**src/rtl/core/nfc_rfp_pkg.sv**
```systemverilog
// ----------------------------------------------------------------------------
// NFC response frame parser package
// Shared types, status codes and constants for the parser front, the op queue
// and the result back end.
// ----------------------------------------------------------------------------
package nfc_rfp_pkg;

   // frame constants
   localparam logic [7:0] START_LO_BYTE = 8'h00;
   localparam logic [7:0] START_HI_BYTE = 8'hFF;
   localparam logic [7:0] DIR_TO_HOST   = 8'hD5;

   // final status codes
   localparam logic [2:0] ST_OK      = 3'd0;
   localparam logic [2:0] ST_NOSTART = 3'd1;
   localparam logic [2:0] ST_LCS     = 3'd2;
   localparam logic [2:0] ST_RESP    = 3'd3;
   localparam logic [2:0] ST_SIZE    = 3'd4;
   localparam logic [2:0] ST_TRUNC   = 3'd5;
   localparam logic [2:0] ST_DCS     = 3'd6;

   // result item kinds
   localparam logic KIND_BODY   = 1'b0;
   localparam logic KIND_STATUS = 1'b1;

   // register map, indexed by paddr[2]
   localparam int  CSR_ADDR_W      = 3;
   localparam logic REG_EXP_CMD    = 1'b0;
   localparam logic REG_BODY_CAP   = 1'b1;

   localparam int QUEUE_DEPTH_DEFAULT = 4;

   typedef struct packed {
      logic [7:0] data_byte;
      logic       window_end;
   } nfc_rfp_req_type;

   typedef struct packed {
      logic       item_kind;
      logic [7:0] body_byte;
      logic [2:0] status_code;
      logic [7:0] body_length;
      logic       is_last;
   } nfc_rfp_rsp_type;

   typedef struct packed {
      logic [7:0] expected_command;
      logic [7:0] body_capacity;
   } nfc_rfp_cfg_type;

   // one queued op: an optional body byte followed by an optional status
   typedef struct packed {
      logic       body_valid;
      logic [7:0] body_byte;
      logic       status_valid;
      logic [2:0] status_code;
      logic [7:0] body_length;
   } nfc_rfp_op_type;

endpackage

```
**src/rtl/core/nfc_rfp_front.sv**
```systemverilog
// ----------------------------------------------------------------------------
// NFC response frame parser front
// Per-byte frame parser: start code search, header checks, body checksum and
// the end-of-window verdict. Emits one op per byte that produces results.
// ----------------------------------------------------------------------------
module nfc_rfp_front
   import nfc_rfp_pkg::*;
(
   input  logic            clock,
   input  logic            reset,
   input  logic            accept,
   input  nfc_rfp_req_type req,
   input  nfc_rfp_cfg_type cfg,
   output logic            op_push,
   output nfc_rfp_op_type  op
);

   typedef enum logic [2:0] {
      PH_SEARCH, PH_LEN, PH_LCS, PH_TFI, PH_CMD, PH_BODY, PH_DCS, PH_DONE
   } phase_type;

   phase_type  phase_ff, phase_in;
   logic       last_zero_ff, last_zero_in;
   logic [7:0] frame_len_ff, frame_len_in;
   logic [7:0] sum_ff, sum_in;
   logic [7:0] count_ff, count_in;
   logic       sent_ff, sent_in;
   logic [2:0] held_ff, held_in;

   logic [7:0] b;
   logic [7:0] echo;
   logic [7:0] payload_len;
   logic [7:0] lcs_sum;
   logic [7:0] dcs_sum;
   logic [7:0] next_sum;
   logic [7:0] next_count;
   logic [2:0] held_tmp;
   logic [2:0] final_st;

   assign b           = req.data_byte;
   assign echo        = cfg.expected_command + 8'd1;
   assign payload_len = frame_len_ff - 8'd2;
   assign lcs_sum     = frame_len_ff + b;
   assign dcs_sum     = sum_ff + b;
   assign next_sum    = sum_ff + b;
   assign next_count  = count_ff + 8'd1;

   always_comb begin
      phase_in     = phase_ff;
      last_zero_in = last_zero_ff;
      frame_len_in = frame_len_ff;
      sum_in       = sum_ff;
      count_in     = count_ff;
      sent_in      = sent_ff;
      held_in      = held_ff;
      held_tmp     = held_ff;
      final_st     = ST_OK;
      op           = '0;
      op_push      = 1'b0;

      if (accept) begin
         unique case (phase_ff)
            PH_SEARCH: begin
               if (last_zero_ff && b == START_HI_BYTE) phase_in = PH_LEN;
               last_zero_in = (b == START_LO_BYTE);
            end
            PH_LEN: begin
               frame_len_in = b;
               phase_in     = PH_LCS;
            end
            PH_LCS: begin
               if (lcs_sum != 8'd0) begin
                  if (held_ff == ST_OK) held_in = ST_LCS;
               end else if (frame_len_ff < 8'd2) begin
                  if (held_ff == ST_OK) held_in = ST_RESP;
               end
               phase_in = PH_TFI;
            end
            PH_TFI: begin
               if (b != DIR_TO_HOST && held_ff == ST_OK) held_in = ST_RESP;
               phase_in = PH_CMD;
            end
            PH_CMD: begin
               if (b != echo && held_tmp == ST_OK) held_tmp = ST_RESP;
               if (held_tmp != ST_OK) begin
                  held_in  = held_tmp;
                  sent_in  = 1'b1;
                  phase_in = PH_DONE;
               end else if (cfg.body_capacity != 8'd0 && payload_len > cfg.body_capacity) begin
                  held_in  = ST_SIZE;
                  sent_in  = 1'b1;
                  phase_in = PH_DONE;
               end else begin
                  sum_in   = DIR_TO_HOST + b;
                  count_in = 8'd0;
                  phase_in = (frame_len_ff == 8'd2) ? PH_DCS : PH_BODY;
               end
            end
            PH_BODY: begin
               sum_in        = next_sum;
               count_in      = next_count;
               op.body_valid = (cfg.body_capacity != 8'd0);
               op.body_byte  = b;
               if (next_count == payload_len) phase_in = PH_DCS;
            end
            PH_DCS: begin
               held_in  = (dcs_sum == 8'd0) ? ST_OK : ST_DCS;
               sent_in  = 1'b1;
               phase_in = PH_DONE;
            end
            PH_DONE: begin
            end
            default: begin
            end
         endcase

         if (req.window_end) begin
            if (sent_in)
               final_st = held_in;
            else if (phase_in == PH_BODY || phase_in == PH_DCS)
               final_st = ST_TRUNC;
            else
               final_st = ST_NOSTART;
            op.status_valid = 1'b1;
            op.status_code  = final_st;
            op.body_length  = (final_st == ST_OK && cfg.body_capacity != 8'd0) ?
                              (frame_len_in - 8'd2) : 8'd0;
            // window closes: start over
            phase_in     = PH_SEARCH;
            last_zero_in = 1'b0;
            frame_len_in = 8'd0;
            sum_in       = 8'd0;
            count_in     = 8'd0;
            sent_in      = 1'b0;
            held_in      = ST_OK;
         end
         op_push = op.body_valid | op.status_valid;
      end
   end

   always_ff @(posedge clock) begin
      if (reset) begin
         phase_ff     <= PH_SEARCH;
         last_zero_ff <= 1'b0;
         frame_len_ff <= 8'd0;
         sum_ff       <= 8'd0;
         count_ff     <= 8'd0;
         sent_ff      <= 1'b0;
         held_ff      <= ST_OK;
      end else begin
         phase_ff     <= phase_in;
         last_zero_ff <= last_zero_in;
         frame_len_ff <= frame_len_in;
         sum_ff       <= sum_in;
         count_ff     <= count_in;
         sent_ff      <= sent_in;
         held_ff      <= held_in;
      end
   end

   a_sent_means_done: assert property (@(posedge clock) disable iff (reset)
      sent_ff |-> phase_ff == PH_DONE)
      else $error("verdict fixed outside done phase");

   a_body_count_bound: assert property (@(posedge clock) disable iff (reset)
      phase_ff == PH_BODY |-> count_ff < payload_len)
      else $error("body count ran past frame length");

   a_push_on_accept: assert property (@(posedge clock) disable iff (reset)
      op_push |-> accept)
      else $error("op pushed without an accepted byte");

endmodule

```
**src/rtl/core/nfc_rfp_fifo.sv**
```systemverilog
// ----------------------------------------------------------------------------
// NFC response frame parser op queue
// Small register queue between the parser front and the result back end.
// ----------------------------------------------------------------------------
module nfc_rfp_fifo
   import nfc_rfp_pkg::*;
#(
   parameter int DEPTH = QUEUE_DEPTH_DEFAULT
)
(
   input  logic           clock,
   input  logic           reset,
   input  logic           wr_en,
   input  nfc_rfp_op_type wr_data,
   input  logic           rd_en,
   output nfc_rfp_op_type rd_data,
   output logic           full,
   output logic           empty
);

   localparam int PTR_W = (DEPTH > 1) ? $clog2(DEPTH) : 1;
   localparam int CNT_W = $clog2(DEPTH + 1);
   localparam logic [PTR_W-1:0] LAST_PTR = PTR_W'(DEPTH - 1);
   localparam logic [CNT_W-1:0] FULL_CNT = CNT_W'(DEPTH);

   nfc_rfp_op_type   entries_ff [DEPTH];
   logic [PTR_W-1:0] wr_ptr_ff, wr_ptr_in;
   logic [PTR_W-1:0] rd_ptr_ff, rd_ptr_in;
   logic [CNT_W-1:0] count_ff, count_in;

   assign full    = (count_ff == FULL_CNT);
   assign empty   = (count_ff == '0);
   assign rd_data = entries_ff[rd_ptr_ff];

   always_comb begin
      wr_ptr_in = wr_ptr_ff;
      rd_ptr_in = rd_ptr_ff;
      count_in  = count_ff;
      if (wr_en) wr_ptr_in = (wr_ptr_ff == LAST_PTR) ? '0 : wr_ptr_ff + 1'b1;
      if (rd_en) rd_ptr_in = (rd_ptr_ff == LAST_PTR) ? '0 : rd_ptr_ff + 1'b1;
      if (wr_en && !rd_en) count_in = count_ff + 1'b1;
      else if (!wr_en && rd_en) count_in = count_ff - 1'b1;
   end

   always_ff @(posedge clock) begin
      if (reset) begin
         wr_ptr_ff <= '0;
         rd_ptr_ff <= '0;
         count_ff  <= '0;
      end else begin
         wr_ptr_ff <= wr_ptr_in;
         rd_ptr_ff <= rd_ptr_in;
         count_ff  <= count_in;
      end
   end

   always_ff @(posedge clock) begin
      if (wr_en) entries_ff[wr_ptr_ff] <= wr_data;
   end

   a_count_bound: assert property (@(posedge clock) disable iff (reset)
      count_ff <= FULL_CNT)
      else $error("queue count overflow");

   a_no_write_full: assert property (@(posedge clock) disable iff (reset)
      wr_en |-> !full)
      else $error("write into full queue");

   a_no_read_empty: assert property (@(posedge clock) disable iff (reset)
      rd_en |-> !empty)
      else $error("read from empty queue");

endmodule

```
**src/rtl/core/nfc_rfp_back.sv**
```systemverilog
// ----------------------------------------------------------------------------
// NFC response frame parser back end
// Expands each queued op into its body beat and/or status beat and hands
// them to the result channel in order.
// ----------------------------------------------------------------------------
module nfc_rfp_back
   import nfc_rfp_pkg::*;
(
   input  logic            clock,
   input  logic            reset,
   input  nfc_rfp_op_type  head,
   input  logic            q_empty,
   output logic            q_pop,
   output logic            rsp_empty,
   input  logic            rsp_pop,
   output nfc_rfp_rsp_type rsp_payload
);

   logic body_done_ff, body_done_in;
   logic show_body;
   logic take;

   // body beat goes first unless already delivered for this op
   assign show_body = head.body_valid & ~body_done_ff;
   assign rsp_empty = q_empty;
   assign take      = rsp_pop & ~q_empty;

   always_comb begin
      rsp_payload = '0;
      if (show_body) begin
         rsp_payload.item_kind = KIND_BODY;
         rsp_payload.body_byte = head.body_byte;
      end else begin
         rsp_payload.item_kind   = KIND_STATUS;
         rsp_payload.status_code = head.status_code;
         rsp_payload.body_length = head.body_length;
         rsp_payload.is_last     = 1'b1;
      end
   end

   always_comb begin
      q_pop        = 1'b0;
      body_done_in = body_done_ff;
      if (take) begin
         if (show_body && head.status_valid) begin
            body_done_in = 1'b1;
         end else begin
            q_pop        = 1'b1;
            body_done_in = 1'b0;
         end
      end
   end

   always_ff @(posedge clock) begin
      if (reset) begin
         body_done_ff <= 1'b0;
      end else begin
         body_done_ff <= body_done_in;
      end
   end

   a_body_done_head: assert property (@(posedge clock) disable iff (reset)
      body_done_ff |-> !q_empty && head.body_valid && head.status_valid)
      else $error("body marked done without a two-beat op at head");

   a_pop_follows_take: assert property (@(posedge clock) disable iff (reset)
      q_pop |-> take)
      else $error("op dropped without a result beat");

   a_split_then_status: assert property (@(posedge clock) disable iff (reset)
      take && show_body && head.status_valid |=> !show_body)
      else $error("status beat not next after split body beat");

endmodule

```
**src/rtl/core/nfc_response_frame_parser.sv**
```systemverilog
// ----------------------------------------------------------------------------
// NFC response frame parser
// Parses the bytes of one bus read window into body beats and a final status.
// ----------------------------------------------------------------------------
// Usage:
//   Input: one raw byte per beat (req_push / req_full), window_end set on the
//   window's last byte. Output: body beats (item_kind 0) stream out as they
//   arrive, then exactly one status beat (item_kind 1, is_last 1) per window.
//   Body beats are sent before the data checksum is known; drop them when the
//   status is not ok.
//   Throughput: one byte per cycle while req_full is low. A window-end byte
//   that also carries a body byte yields two result beats, drained one per
//   cycle by the back end while rsp_pop is high. Each result passes through
//   the op queue (QUEUE_DEPTH entries), which sets how long input flows while
//   rsp_pop is held low; once it fills, req_full stays high until the oldest
//   entry is fully drained (one beat, or two when a body byte ends a window).
//   Reset (synchronous) clears the parser, the queue and both CSRs to zero.
//   CSRs: expected_command at 0x0, body_capacity at 0x4; write only while idle.
// ----------------------------------------------------------------------------
module nfc_response_frame_parser
   import nfc_rfp_pkg::*;
#(
   parameter int QUEUE_DEPTH = QUEUE_DEPTH_DEFAULT
)
(
   input  logic                  clock,
   input  logic                  reset,
   input  logic                  req_push,
   output logic                  req_full,
   input  nfc_rfp_req_type       req_payload,
   output logic                  rsp_empty,
   input  logic                  rsp_pop,
   output nfc_rfp_rsp_type       rsp_payload,
   input  logic                  csr_psel,
   input  logic                  csr_penable,
   input  logic                  csr_pwrite,
   input  logic [CSR_ADDR_W-1:0] csr_paddr,
   input  logic [31:0]           csr_pwdata,
   output logic [31:0]           csr_prdata,
   output logic                  csr_pready
);

   nfc_rfp_cfg_type cfg_ff, cfg_in;
   logic            csr_wr;
   logic            accept;
   logic            op_push;
   nfc_rfp_op_type  op;
   nfc_rfp_op_type  head;
   logic            q_full;
   logic            q_empty;
   logic            q_pop;

   assign csr_pready = 1'b1;
   assign csr_wr     = csr_psel & csr_penable & csr_pwrite;

   always_comb begin
      cfg_in = cfg_ff;
      if (csr_wr) begin
         unique case (csr_paddr[2])
            REG_EXP_CMD:  cfg_in.expected_command = csr_pwdata[7:0];
            REG_BODY_CAP: cfg_in.body_capacity    = csr_pwdata[7:0];
            default: begin
            end
         endcase
      end
   end

   always_comb begin
      unique case (csr_paddr[2])
         REG_EXP_CMD:  csr_prdata = {24'd0, cfg_ff.expected_command};
         REG_BODY_CAP: csr_prdata = {24'd0, cfg_ff.body_capacity};
         default:      csr_prdata = 32'd0;
      endcase
   end

   always_ff @(posedge clock) begin
      if (reset) begin
         cfg_ff <= '0;
      end else begin
         cfg_ff <= cfg_in;
      end
   end

   assign req_full = q_full;
   assign accept   = req_push & ~q_full;

   nfc_rfp_front u_front (
      .clock   (clock),
      .reset   (reset),
      .accept  (accept),
      .req     (req_payload),
      .cfg     (cfg_ff),
      .op_push (op_push),
      .op      (op)
   );

   nfc_rfp_fifo #(
      .DEPTH (QUEUE_DEPTH)
   ) u_fifo (
      .clock   (clock),
      .reset   (reset),
      .wr_en   (op_push),
      .wr_data (op),
      .rd_en   (q_pop),
      .rd_data (head),
      .full    (q_full),
      .empty   (q_empty)
   );

   nfc_rfp_back u_back (
      .clock       (clock),
      .reset       (reset),
      .head        (head),
      .q_empty     (q_empty),
      .q_pop       (q_pop),
      .rsp_empty   (rsp_empty),
      .rsp_pop     (rsp_pop),
      .rsp_payload (rsp_payload)
   );

endmodule

```
**config.mk**
```make
export PLATFORM = sky130hd
export DESIGN_NAME = nfc_response_frame_parser
export DESIGN_NICKNAME = d
export VERILOG_FILES = /design/src/rtl/core/nfc_rfp_pkg.sv /design/src/rtl/core/nfc_rfp_front.sv /design/src/rtl/core/nfc_rfp_fifo.sv /design/src/rtl/core/nfc_rfp_back.sv /design/src/rtl/core/nfc_response_frame_parser.sv
export SDC_FILE = /design/constraint.sdc
export NUM_CORES = 1
export LEC_CHECK = 0
export BUFFER_PORTS_ARGS = -buffer_cell sky130_fd_sc_hd__buf_2
export CORE_AREA = 3 3 155 187
export DETAILED_ROUTE_END_ITERATION = 16
export DIE_AREA = 0 0 158 190
export PLACE_DENSITY = 0.54
export SYNTH_ARGS = -nofsm -noshare
export SYNTH_HDL_FRONTEND = slang
export SYNTH_SLANG_ARGS = --single-unit
```
**constraint.sdc**
```tcl
create_clock -name clock -period 4.2 [get_ports clock]
set_clock_uncertainty 0.05 [all_clocks]
set_input_delay 0.21 -clock clock [delete_from_list [all_inputs] [get_ports clock]]
set_output_delay 0.21 -clock clock [all_outputs]
set_load 0.005 [all_outputs]
```
After elaboration in Yosys (flattened, before gate mapping)

Memories as Yosys holds them, arrays and structs flattened. A register that Yosys moved wholly into a read port is not among the register bits.
Index checks and enable logic that the tools add are counted.

Add/sub/neg operators: 11
Multipliers: 0
Divide/modulo/power cells: 0
Order comparisons: 2
Eq/ne operators: 18
Shift operators: 0
Muxes and demuxes: 65
Bitwise operators: 10
Reduce and logical (&&, ||, !) cells: 27

Operator list:

| kind                  | number |
|---|---|
| $mux W8               | 11 |
| $mux W3               | 24 |
| $pmux W32 S2          | 1 |
| $mux W12              | 3 |
| $pmux W8 S2           | 2 |
| $mux W21              | 1 |
| $pmux W3 S7           | 1 |
| $eq A3 B3 Y1 const B  | 6 |
| $mux W9               | 2 |
| $add A8 B1 Y8 const B | 2 |
| $add A8 B8 Y8         | 2 |
| $logic_not A8 Y1      | 2 |
| $reduce_bool A8 Y1    | 2 |
| $sub A8 B2 Y8 const B | 2 |
| $mux W1               | 13 |
| $logic_not A3 Y1      | 4 |
| $pmux W3 S4           | 1 |
| $mux W2               | 5 |
| $add A8 B8 Y8 const A | 1 |
| $eq A8 B2 Y1 const B  | 1 |
| $eq A8 B8 Y1          | 1 |
| $eq A8 B8 Y1 const B  | 1 |
| $gt A8 B8 Y1          | 1 |
| $logic_and A1 B1 Y1   | 8 |
| other kinds (20)      | 36 |

Flip-flop bits (word level): 56
Bits in latches: 0
Bits in writable memories: 84
ROM bits: 0
Input port bits: 51
Output and inout bits: 56
Logic and storage cells: 147
Memories: 1

Memories:

| name              | depth | bits a word | read ports | clocked after memory_dff | write ports | RTL line           | RTL |
|---|---|---|---|---|---|---|---|
| u_fifo.entries_ff | 4     | 21          | 1          | 1                        | 1           | nfc_rfp_fifo.sv:26 | `nfc_rfp_op_type entries_ff [DEPTH];` |

Logic depth before layout (Yosys ltp)

Gate-level depths: netlist of run 1.

Depth after elaboration: 27
Mapped depth: 17
Mapped depth without buffers: 14

By module

Synthesis of run 1 repeated with hierarchy kept, for this count alone.

Cell total of the unflattened synthesis: 772
Area, all modules: 8,468.1 sq um

By module, submodules not included:

| module                    | times used | cells each | area an instance (sq um) | sequential area each (sq um) |
|---|---|---|---|---|
| nfc_rfp_front             | 1          | 488        | 3,719.8                  | 640.6 |
| nfc_rfp_fifo              | 1          | 153        | 3,472.1                  | 2,702.6 |
| nfc_response_frame_parser | 1          | 100        | 1,002.2                  | 320.3 |
| nfc_rfp_back              | 1          | 31         | 274.0                    | 20.0 |

Worst setup path after synthesis of run 1

Ideal clock, no wire load.

Path kind: register to register
Start point: reg u_front.frame_len_ff[1]
End point: reg u_front.sum_ff[5]
Library setup time: 0.070 ns
Arrival: 3.503 ns
Setup slack: 0.577 ns
Stages on the path, launching flop included: 17
Path buffers: 2
Clock period less this slack: 3.623 ns
Path through: dfxtp_1 > clkbuf_1 > inv_1 > ha_1 > nor3b_1 > nand2_1 > xnor2_1 > ha_1 > nand4_1 > nor2_1 > a2111oi_0 > o21bai_1 > or4_1 > and3_1 > buf_6 > or3_1 > a21oi_1

Cells in the longest elaborated chain, start to end: 5

Ends and longest elaborated chain:

| item                               | RTL line             | RTL |
|---|---|---|
| start, declared                    | nfc_rfp_front.sv:24  | `logic [7:0] frame_len_ff, frame_len_in;` |
| start signal, assigned             | nfc_rfp_front.sv:153 | `frame_len_ff <= frame_len_in;` |
| $sub A8 B2 Y8                      | nfc_rfp_front.sv:42  | `assign payload_len = frame_len_ff - 8'd2;` |
| $gt A8 B8 Y1                       | nfc_rfp_front.sv:89  | `end else if (cfg.body_capacity != 8'd0 && payload_len > cfg.body_capacity) begin` |
| $logic_and A1 B1 Y1                | nfc_rfp_front.sv:89  |  |
| $ne A3 B3 Y1 (no source line)      | --                   |  |
| $reduce_and A4 Y1 (no source line) | --                   |  |
| end signal, assigned               | nfc_rfp_front.sv:154 | `sum_ff <= sum_in;` |
| end, declared                      | nfc_rfp_front.sv:25  | `logic [7:0] sum_ff, sum_in;` |

Every way passes these cells.
A chain may end at the register's enable or synchronous reset.

==> metrics.txt, run 1 <==
FMAX 265 MHz; grt ovf 0; Synthesis Warnings 0; routed vias/inst 4.97; ys async rst share 0; Critical Path Source Type flip-flop; worst r2r dst u_fifo.entries_ff[2][5]; most frequent cell after synthesis edfxtp_1; maximum number of pins on one net before global-route repair 34; crit-path cells or4_1 > nor2_1 > xor2_1 > ha_1 > nand2_1 > o21ai_0 > a2111oi_2 > or3_1 > nor3_1 > o31ai_1 > o32ai_2 > buf_4 > nor3_1; Worst Path Max Fanout 9; Die Width 158 um; PwrDens ~400 nW/um^2; P_leak 3.45 nW; commonest cells in the netlist 84 x edfxtp_1, 75 x nor2_1, 68 x nand2_1, 58 x dfxtp_1, 56 x a21oi_1; critical path class flip-flop to flip-flop; Mapped Area 8150 um^2; fill count between 2000 and 3000; area of the multi-input gates about 4100 um^2; First-pass DRT Iterations 5; Port Buffer Count 55; Hold EP u_back.body_done_ff; n_diodes 0; Initial Utilization 0.300; final period utilization 0.899; Clock Pin Slew Worst Setup and Hold Paths 0.06 ns; hold depth 3; hpwl dp 14.4 mm; Hold Vio Cnt, Final 0; reg-to-reg startpoint u_front.frame_len_ff[2]; status complete, no violations; root buffer cell clkbuf_16; top post-synthesis cells by area edfxtp_1 31%, dfxtp_1 14%, mux4_2 5.8%; EDFF count, synth 84; area leader, netlist edfxtp_1; detailed-route DRC error count 0; initial antenna violation count 0; maxcap violations 0; dpl cell area 8800 um^2; setup TNS 0 ns; Synth Flop Type edfxtp_1; min cycle time layout approximately 3.8 ns; first-pass GRT wire length ~32 mm; vias in the first global route 5907; CP peak stage delay 0.57 ns; CTS Buf Count 17; #FFs+latches synth 142; final setup fails 0; total track usage 0.136; drt initial violations about 350; crit-path most repeated cell nor3_1; setup ws final 0.426 ns; maximum root-to-sink buffer count 2; CP required around 4.3 ns; synthesized instance count about 800; # clock sinks 142; post-route ant nets 0; crit path DAT 3.89 ns; Total Routed Length 20.0 mm; Reg2Reg Setup Slack 0.43 ns; CTS tree built; Layout area overhead 16.0%; detailed-route via count around 6000; Synth top area share 0.310; RSZ-0062 raised after global routing no; Yosys cell types 64; clk_lat worst skew 0.42 ns; Core Region 27200 um^2; Final Slew Violations 0; Rel. slew slack 0.523; CP endpoint kind flip-flop; drt wl/cell ~16 um; Worst Hold Class input port to flip-flop; Final GP Congestion 0.877; Seq/Total Area, Yosys 0.452; design area 9450 um^2; die height roughly 190 um; share of layout cells above drive strength 1 0.176; die area 30000 um^2; Place WS 0.191 ns; Reg area 3680 um^2; post-CTS setup buffers 0; Worst-Margin Slew 0.708 ns; H-tree levels 4; R2R depth 13; crit path max-delay cell type or4_1; hold_sp rsp_pop; Layout Nets 960; io pins 107; # rows 66; Worst VDD drop 0.262 mV; Synth Area per Inst 10.2 um^2
[final cells by class]
type | instances | share of cell area
Clock buffer | 17 | 0.0450
Timing Repair Buffer | 90 | 0.0591
Sequential cell | 142 | 0.390
Tap cell | 340 | 0.0450
Multi-Input combinational cell | 593 | 0.437
Inverter | 27 | 0.0107
Clock inverter | 15 | 0.0134
[flip-flops by register name, indices dropped and copies added, names as in the netlist, named ones only]
| signal | count |
|---|---|
| u_front.held_ff | 3 |
| u_front.last_zero_ff | 1 |
| u_fifo.count_ff | 3 |
| u_fifo.wr_ptr_ff | 2 |
| u_front.frame_len_ff | 8 |
| u_front.sum_ff | 8 |
| u_fifo.entries_ff | 84 |
| u_front.count_ff | 8 |
| u_fifo.rd_ptr_ff | 2 |
| cfg_ff | 16 |
| u_back.body_done_ff | 1 |
| u_front.phase_ff | 3 |
| u_front.sent_ff | 1 |
[report_power, final]
part	total, mW	internal [mW]	switching, mW	leakage, nW
clock network	1.41	0.775	0.637	0.265
logic	0.827	0.379	0.448	1.99
registers	1.58	1.54	0.0431	1.19
[metal layers]
metal	vias up	wire, um	track usage
met1	2888	9010	0.175
met4	0	428	0.0487
met3	27	838	0.0241
met5	-	0	0
met2	152	9760	0.228
li1	3019	-	-
[timing repair]
| action | in CTS | in global routing |
|---|---|---|
| gates resized for setup | 0 | 4 |
| endpoints found under the hold margin | 13 | 0 |
| endpoints found under the setup margin | 0 | 50 |
| hold buffers | 8 | 0 |
[how the worst max path moves through the flow]
| stage | startpoint | end | slack, ns | cells past startpoint |
|---|---|---|---|---|
| floorplan | u_front.frame_len_ff[1] | u_front.sum_ff[5] | 0.58 | 16 |
| global placement | u_front.frame_len_ff[2] | u_front.count_ff[7] | 0.25 | 13 |
| detailed placement | u_front.frame_len_ff[2] | u_front.sum_ff[5] | 0.19 | 12 |
| CTS | u_front.frame_len_ff[2] | u_front.sum_ff[5] | 0.16 | 12 |
| global route | u_front.frame_len_ff[2] | u_fifo.entries_ff[3][5] | 0.006 | 15 |
| finish | u_front.frame_len_ff[2] | u_fifo.entries_ff[2][5] | 0.43 | 13 |
[cell families after synthesis]
kind of cell | synth area share
AND/OR/NAND/NOR | 0.185
AO/OA/AOI/OAI | 0.115
flip-flops | 0.452
buffers and inverters | 0.0540
XOR/XNOR | 0.0505
multiplexers | 0.0814
adder cells (fa/ha/maj) | 0.0611
other | 0.000922
[cells in the final DEF, fill, tap and decap left out, types with 7 or more instances in the layout]
master / instances
xor2_1: 23
or3_1: 10
mux2i_1: 10
nor2b_1: 17
mux2_2: 8
buf_4: 27
mux4_2: 21
inv_1: 26
a22oi_1: 7
conb_1: 25
dfxtp_1: 58
nor4_1: 7
nor2_1: 75
xnor2_1: 24
buf_2: 55
nand3_1: 20
nand2b_1: 11
o21ai_0: 26
clkbuf_16: 17
dlygate4sd3_1: 8
nor3_1: 26
nand2_1: 68
edfxtp_1: 84
and2_1: 8
and3_1: 18
ha_1: 35
a21oi_1: 56
[worst max-delay path, delay by kind of cell (launching register included)]
kind | cells | cell delay (ns)
xor gates and xnor gates | 1 | 0.30
DFF | 1 | 0.35
and+or+nand+nor | 6 | 1.38
buffers and inverters | 1 | 0.19
AOI/OAI and AO/OA | 4 | 0.95
adders and majority gates | 1 | 0.31
[through the flow]
step                total power, mW  instances  hold WS (ns)  utilization
finish                         3.82       1224        0.0890        0.348
global route                   4.03       1224         0.136        0.348
CTS                            3.87       1224         0.111        0.347
detailed placement             2.45       1184         0.406        0.324
global placement               2.44       1184         0.397        0.324
floorplan                      2.19        822         0.296            -
Note: power is estimated with default switching activity, not from simulation.
==> inputs of run 2 (changes only) <==
- clock period: 4.2 -> 4.8 ns (I/O delays scaled with it)
==> run 2 against run 1 <==
Power fell by 11%; clock power fell by 9%; combinational power fell by 14%; highest routed layer unchanged; critical path type unchanged; largest power group unchanged; sequential power fell by 13%.
==> metrics.txt, run 2 (synthesized netlist as in run 1, its figures left out) <==
Core Region 27200 um^2 (unchanged); Clock Pin Slew Worst Setup and Hold Paths 0.07 ns (about the same); detailed-route DRC error count 0 (unchanged); RSZ-0062 raised after global routing no; H-tree levels 4 (unchanged); Worst Hold Class input port to flip-flop; maximum root-to-sink buffer count 2 (unchanged); Final GP Congestion 0.816 (-7.0%); final period utilization 0.885 (-0.0137); post-CTS setup buffers 0 (unchanged); cts repair resizes 0 (unchanged); Total Routed Length 20.3 mm (+1.3%); P_leak 3.37 nW (-2.3%); commonest non-fill, non-tap cells in the layout 84 x edfxtp_1, 75 x nor2_1, 68 x nand2_1, 58 x dfxtp_1, 56 x a21oi_1; Worst VDD drop 0.230 mV (-12%); vias in the first global route 6017 (+1.9%); CP required 5.11 ns (+0.79 ns); Hold Vio Cnt, Final 0 (unchanged); Critical Path Source Type flip-flop; maximum number of pins on one net before global-route repair 31 (-8.8%); # clock sinks 142 (unchanged); FMAX 235 MHz (-11%); drt initial violations 307 (-11%); status complete, no violations; first-pass GRT wire length 32.7 mm (+3.0%); CTS Buf Count 17 (unchanged); total track usage 0.139 (+0.00304); routed vias/inst 5.05 (+1.6%); Worst-Margin Slew 0.689 ns (-0.0190 ns); die area 30000 um^2 (unchanged); Rel. slew slack 0.540 (+0.0170); Port Buffer Count 55 (unchanged); root buffer cell clkbuf_16; largest reg by FF count u_fifo.entries_ff; fill count 2738 (-0.29%); initial antenna violation count 0 (unchanged); setup TNS 0 ns (unchanged); Layout area overhead 14.2%; share of layout cells above drive strength 1 0.165 (-0.0113); crit path DAT 4.56 ns (+0.67 ns); Layout Nets 942 (-1.9%); min cycle time layout 4.25 ns (+0.473 ns); PwrDens 364 nW/um^2 (-10%); final setup fails 0 (unchanged); Final Util 0.342 (-0.00534); most common cell after layout, fill and taps aside edfxtp_1; placed cells 1174 (-0.84%); io pins 107 (unchanged); hpwl dp 14.3 mm (-0.68%); n_diodes 0 (unchanged); detailed-route via count 6095 (+0.15%); # rows 66 (unchanged); Die Width 158 um (unchanged); post-route ant nets 0 (unchanged); die height 190 um (unchanged); grt ovf 0 (unchanged); maxcap violations 0 (unchanged); CP endpoint kind flip-flop; CTS tree built; Initial Utilization 0.300 (unchanged); biggest regs u_fifo.entries_ff (84), cfg_ff (16); clk_lat worst skew 0.42 ns (about the same); First-pass DRT Iterations 5 (unchanged); Finished Layout Cells 1206 (-1.5%); Final Slew Violations 0 (unchanged); Worst Path Max Fanout 17 (+8); drt wl/cell 16.8 um (+2.8%); Reg2Reg Setup Slack 0.55 ns (+0.13 ns); max reg flops 84 (unchanged); critical path class flip-flop to flip-flop; hold_buf cts 0 (-8)
[run 2: final timing paths]
path / startpoint / end / cells after the start
setup reg to reg: u_front.frame_len_ff[1] / u_front.sum_ff[5] / 14
setup / recovery: u_front.frame_len_ff[1] / u_front.sum_ff[5] / 14
hold reg to reg: u_front.sum_ff[4] / u_front.sum_ff[4] / 2
hold / removal: csr_pwdata[1] / cfg_ff[9] / 3
[run 2: layout make-up]
type,instances,area (um^2),share of cell area
repair buffers,72,403,0.0433
flip-flops and latches,142,3680,0.396
clock inverters,14,145,0.0156
multi-input cells,593,4120,0.442
clock buffers,18,429,0.0461
inverters,27,101,0.0109
well taps,340,425,0.0457
[run 2: worst max-delay path: stages (launching register included)]
cell       delay, ns
dfxtp_1         0.40
inv_1           0.19
ha_1            0.20
nor3b_1         0.29
nand2_1         0.11
xnor2_1         0.30
ha_1            0.32
nand4_1         0.14
nor2_1          0.06
a2111oi_0       0.51
o21bai_1        0.14
or4_1           0.43
and3_1          0.43
or3_1           0.45
a21oi_1         0.14
[run 2: where the power goes]
group          internal [mW]  total (mW)  switching, mW  leakage (nW)
sequential              1.34        1.38         0.0344          1.19
clock                  0.731        1.29          0.560         0.273
combinational          0.321       0.714          0.393          1.91
[run 2: per-stage QoR]
step                      hold WS (ns)  total power, mW  worst slack [ns]  instance area [um^2]
final                           0.0177             3.38             0.553                  9300
after global routing            0.0226             3.57             0.170                  9300
after global placement           0.397             2.13             0.614                  8730
after detailed placement         0.405             2.14             0.552                  8730
after floorplan                  0.326             1.91              1.18                  8240
after CTS                      0.00982             3.43             0.526                  9300
[run 2: layer usage]
layer | global-route usage | vias up | share of wire
li1 | - | 2973 | -
met1 | 0.184 | 2912 | 0.46
met2 | 0.230 | 183 | 0.47
met3 | 0.0230 | 27 | 0.050
met4 | 0.0463 | 0 | 0.020
met5 | 0 | - | 0
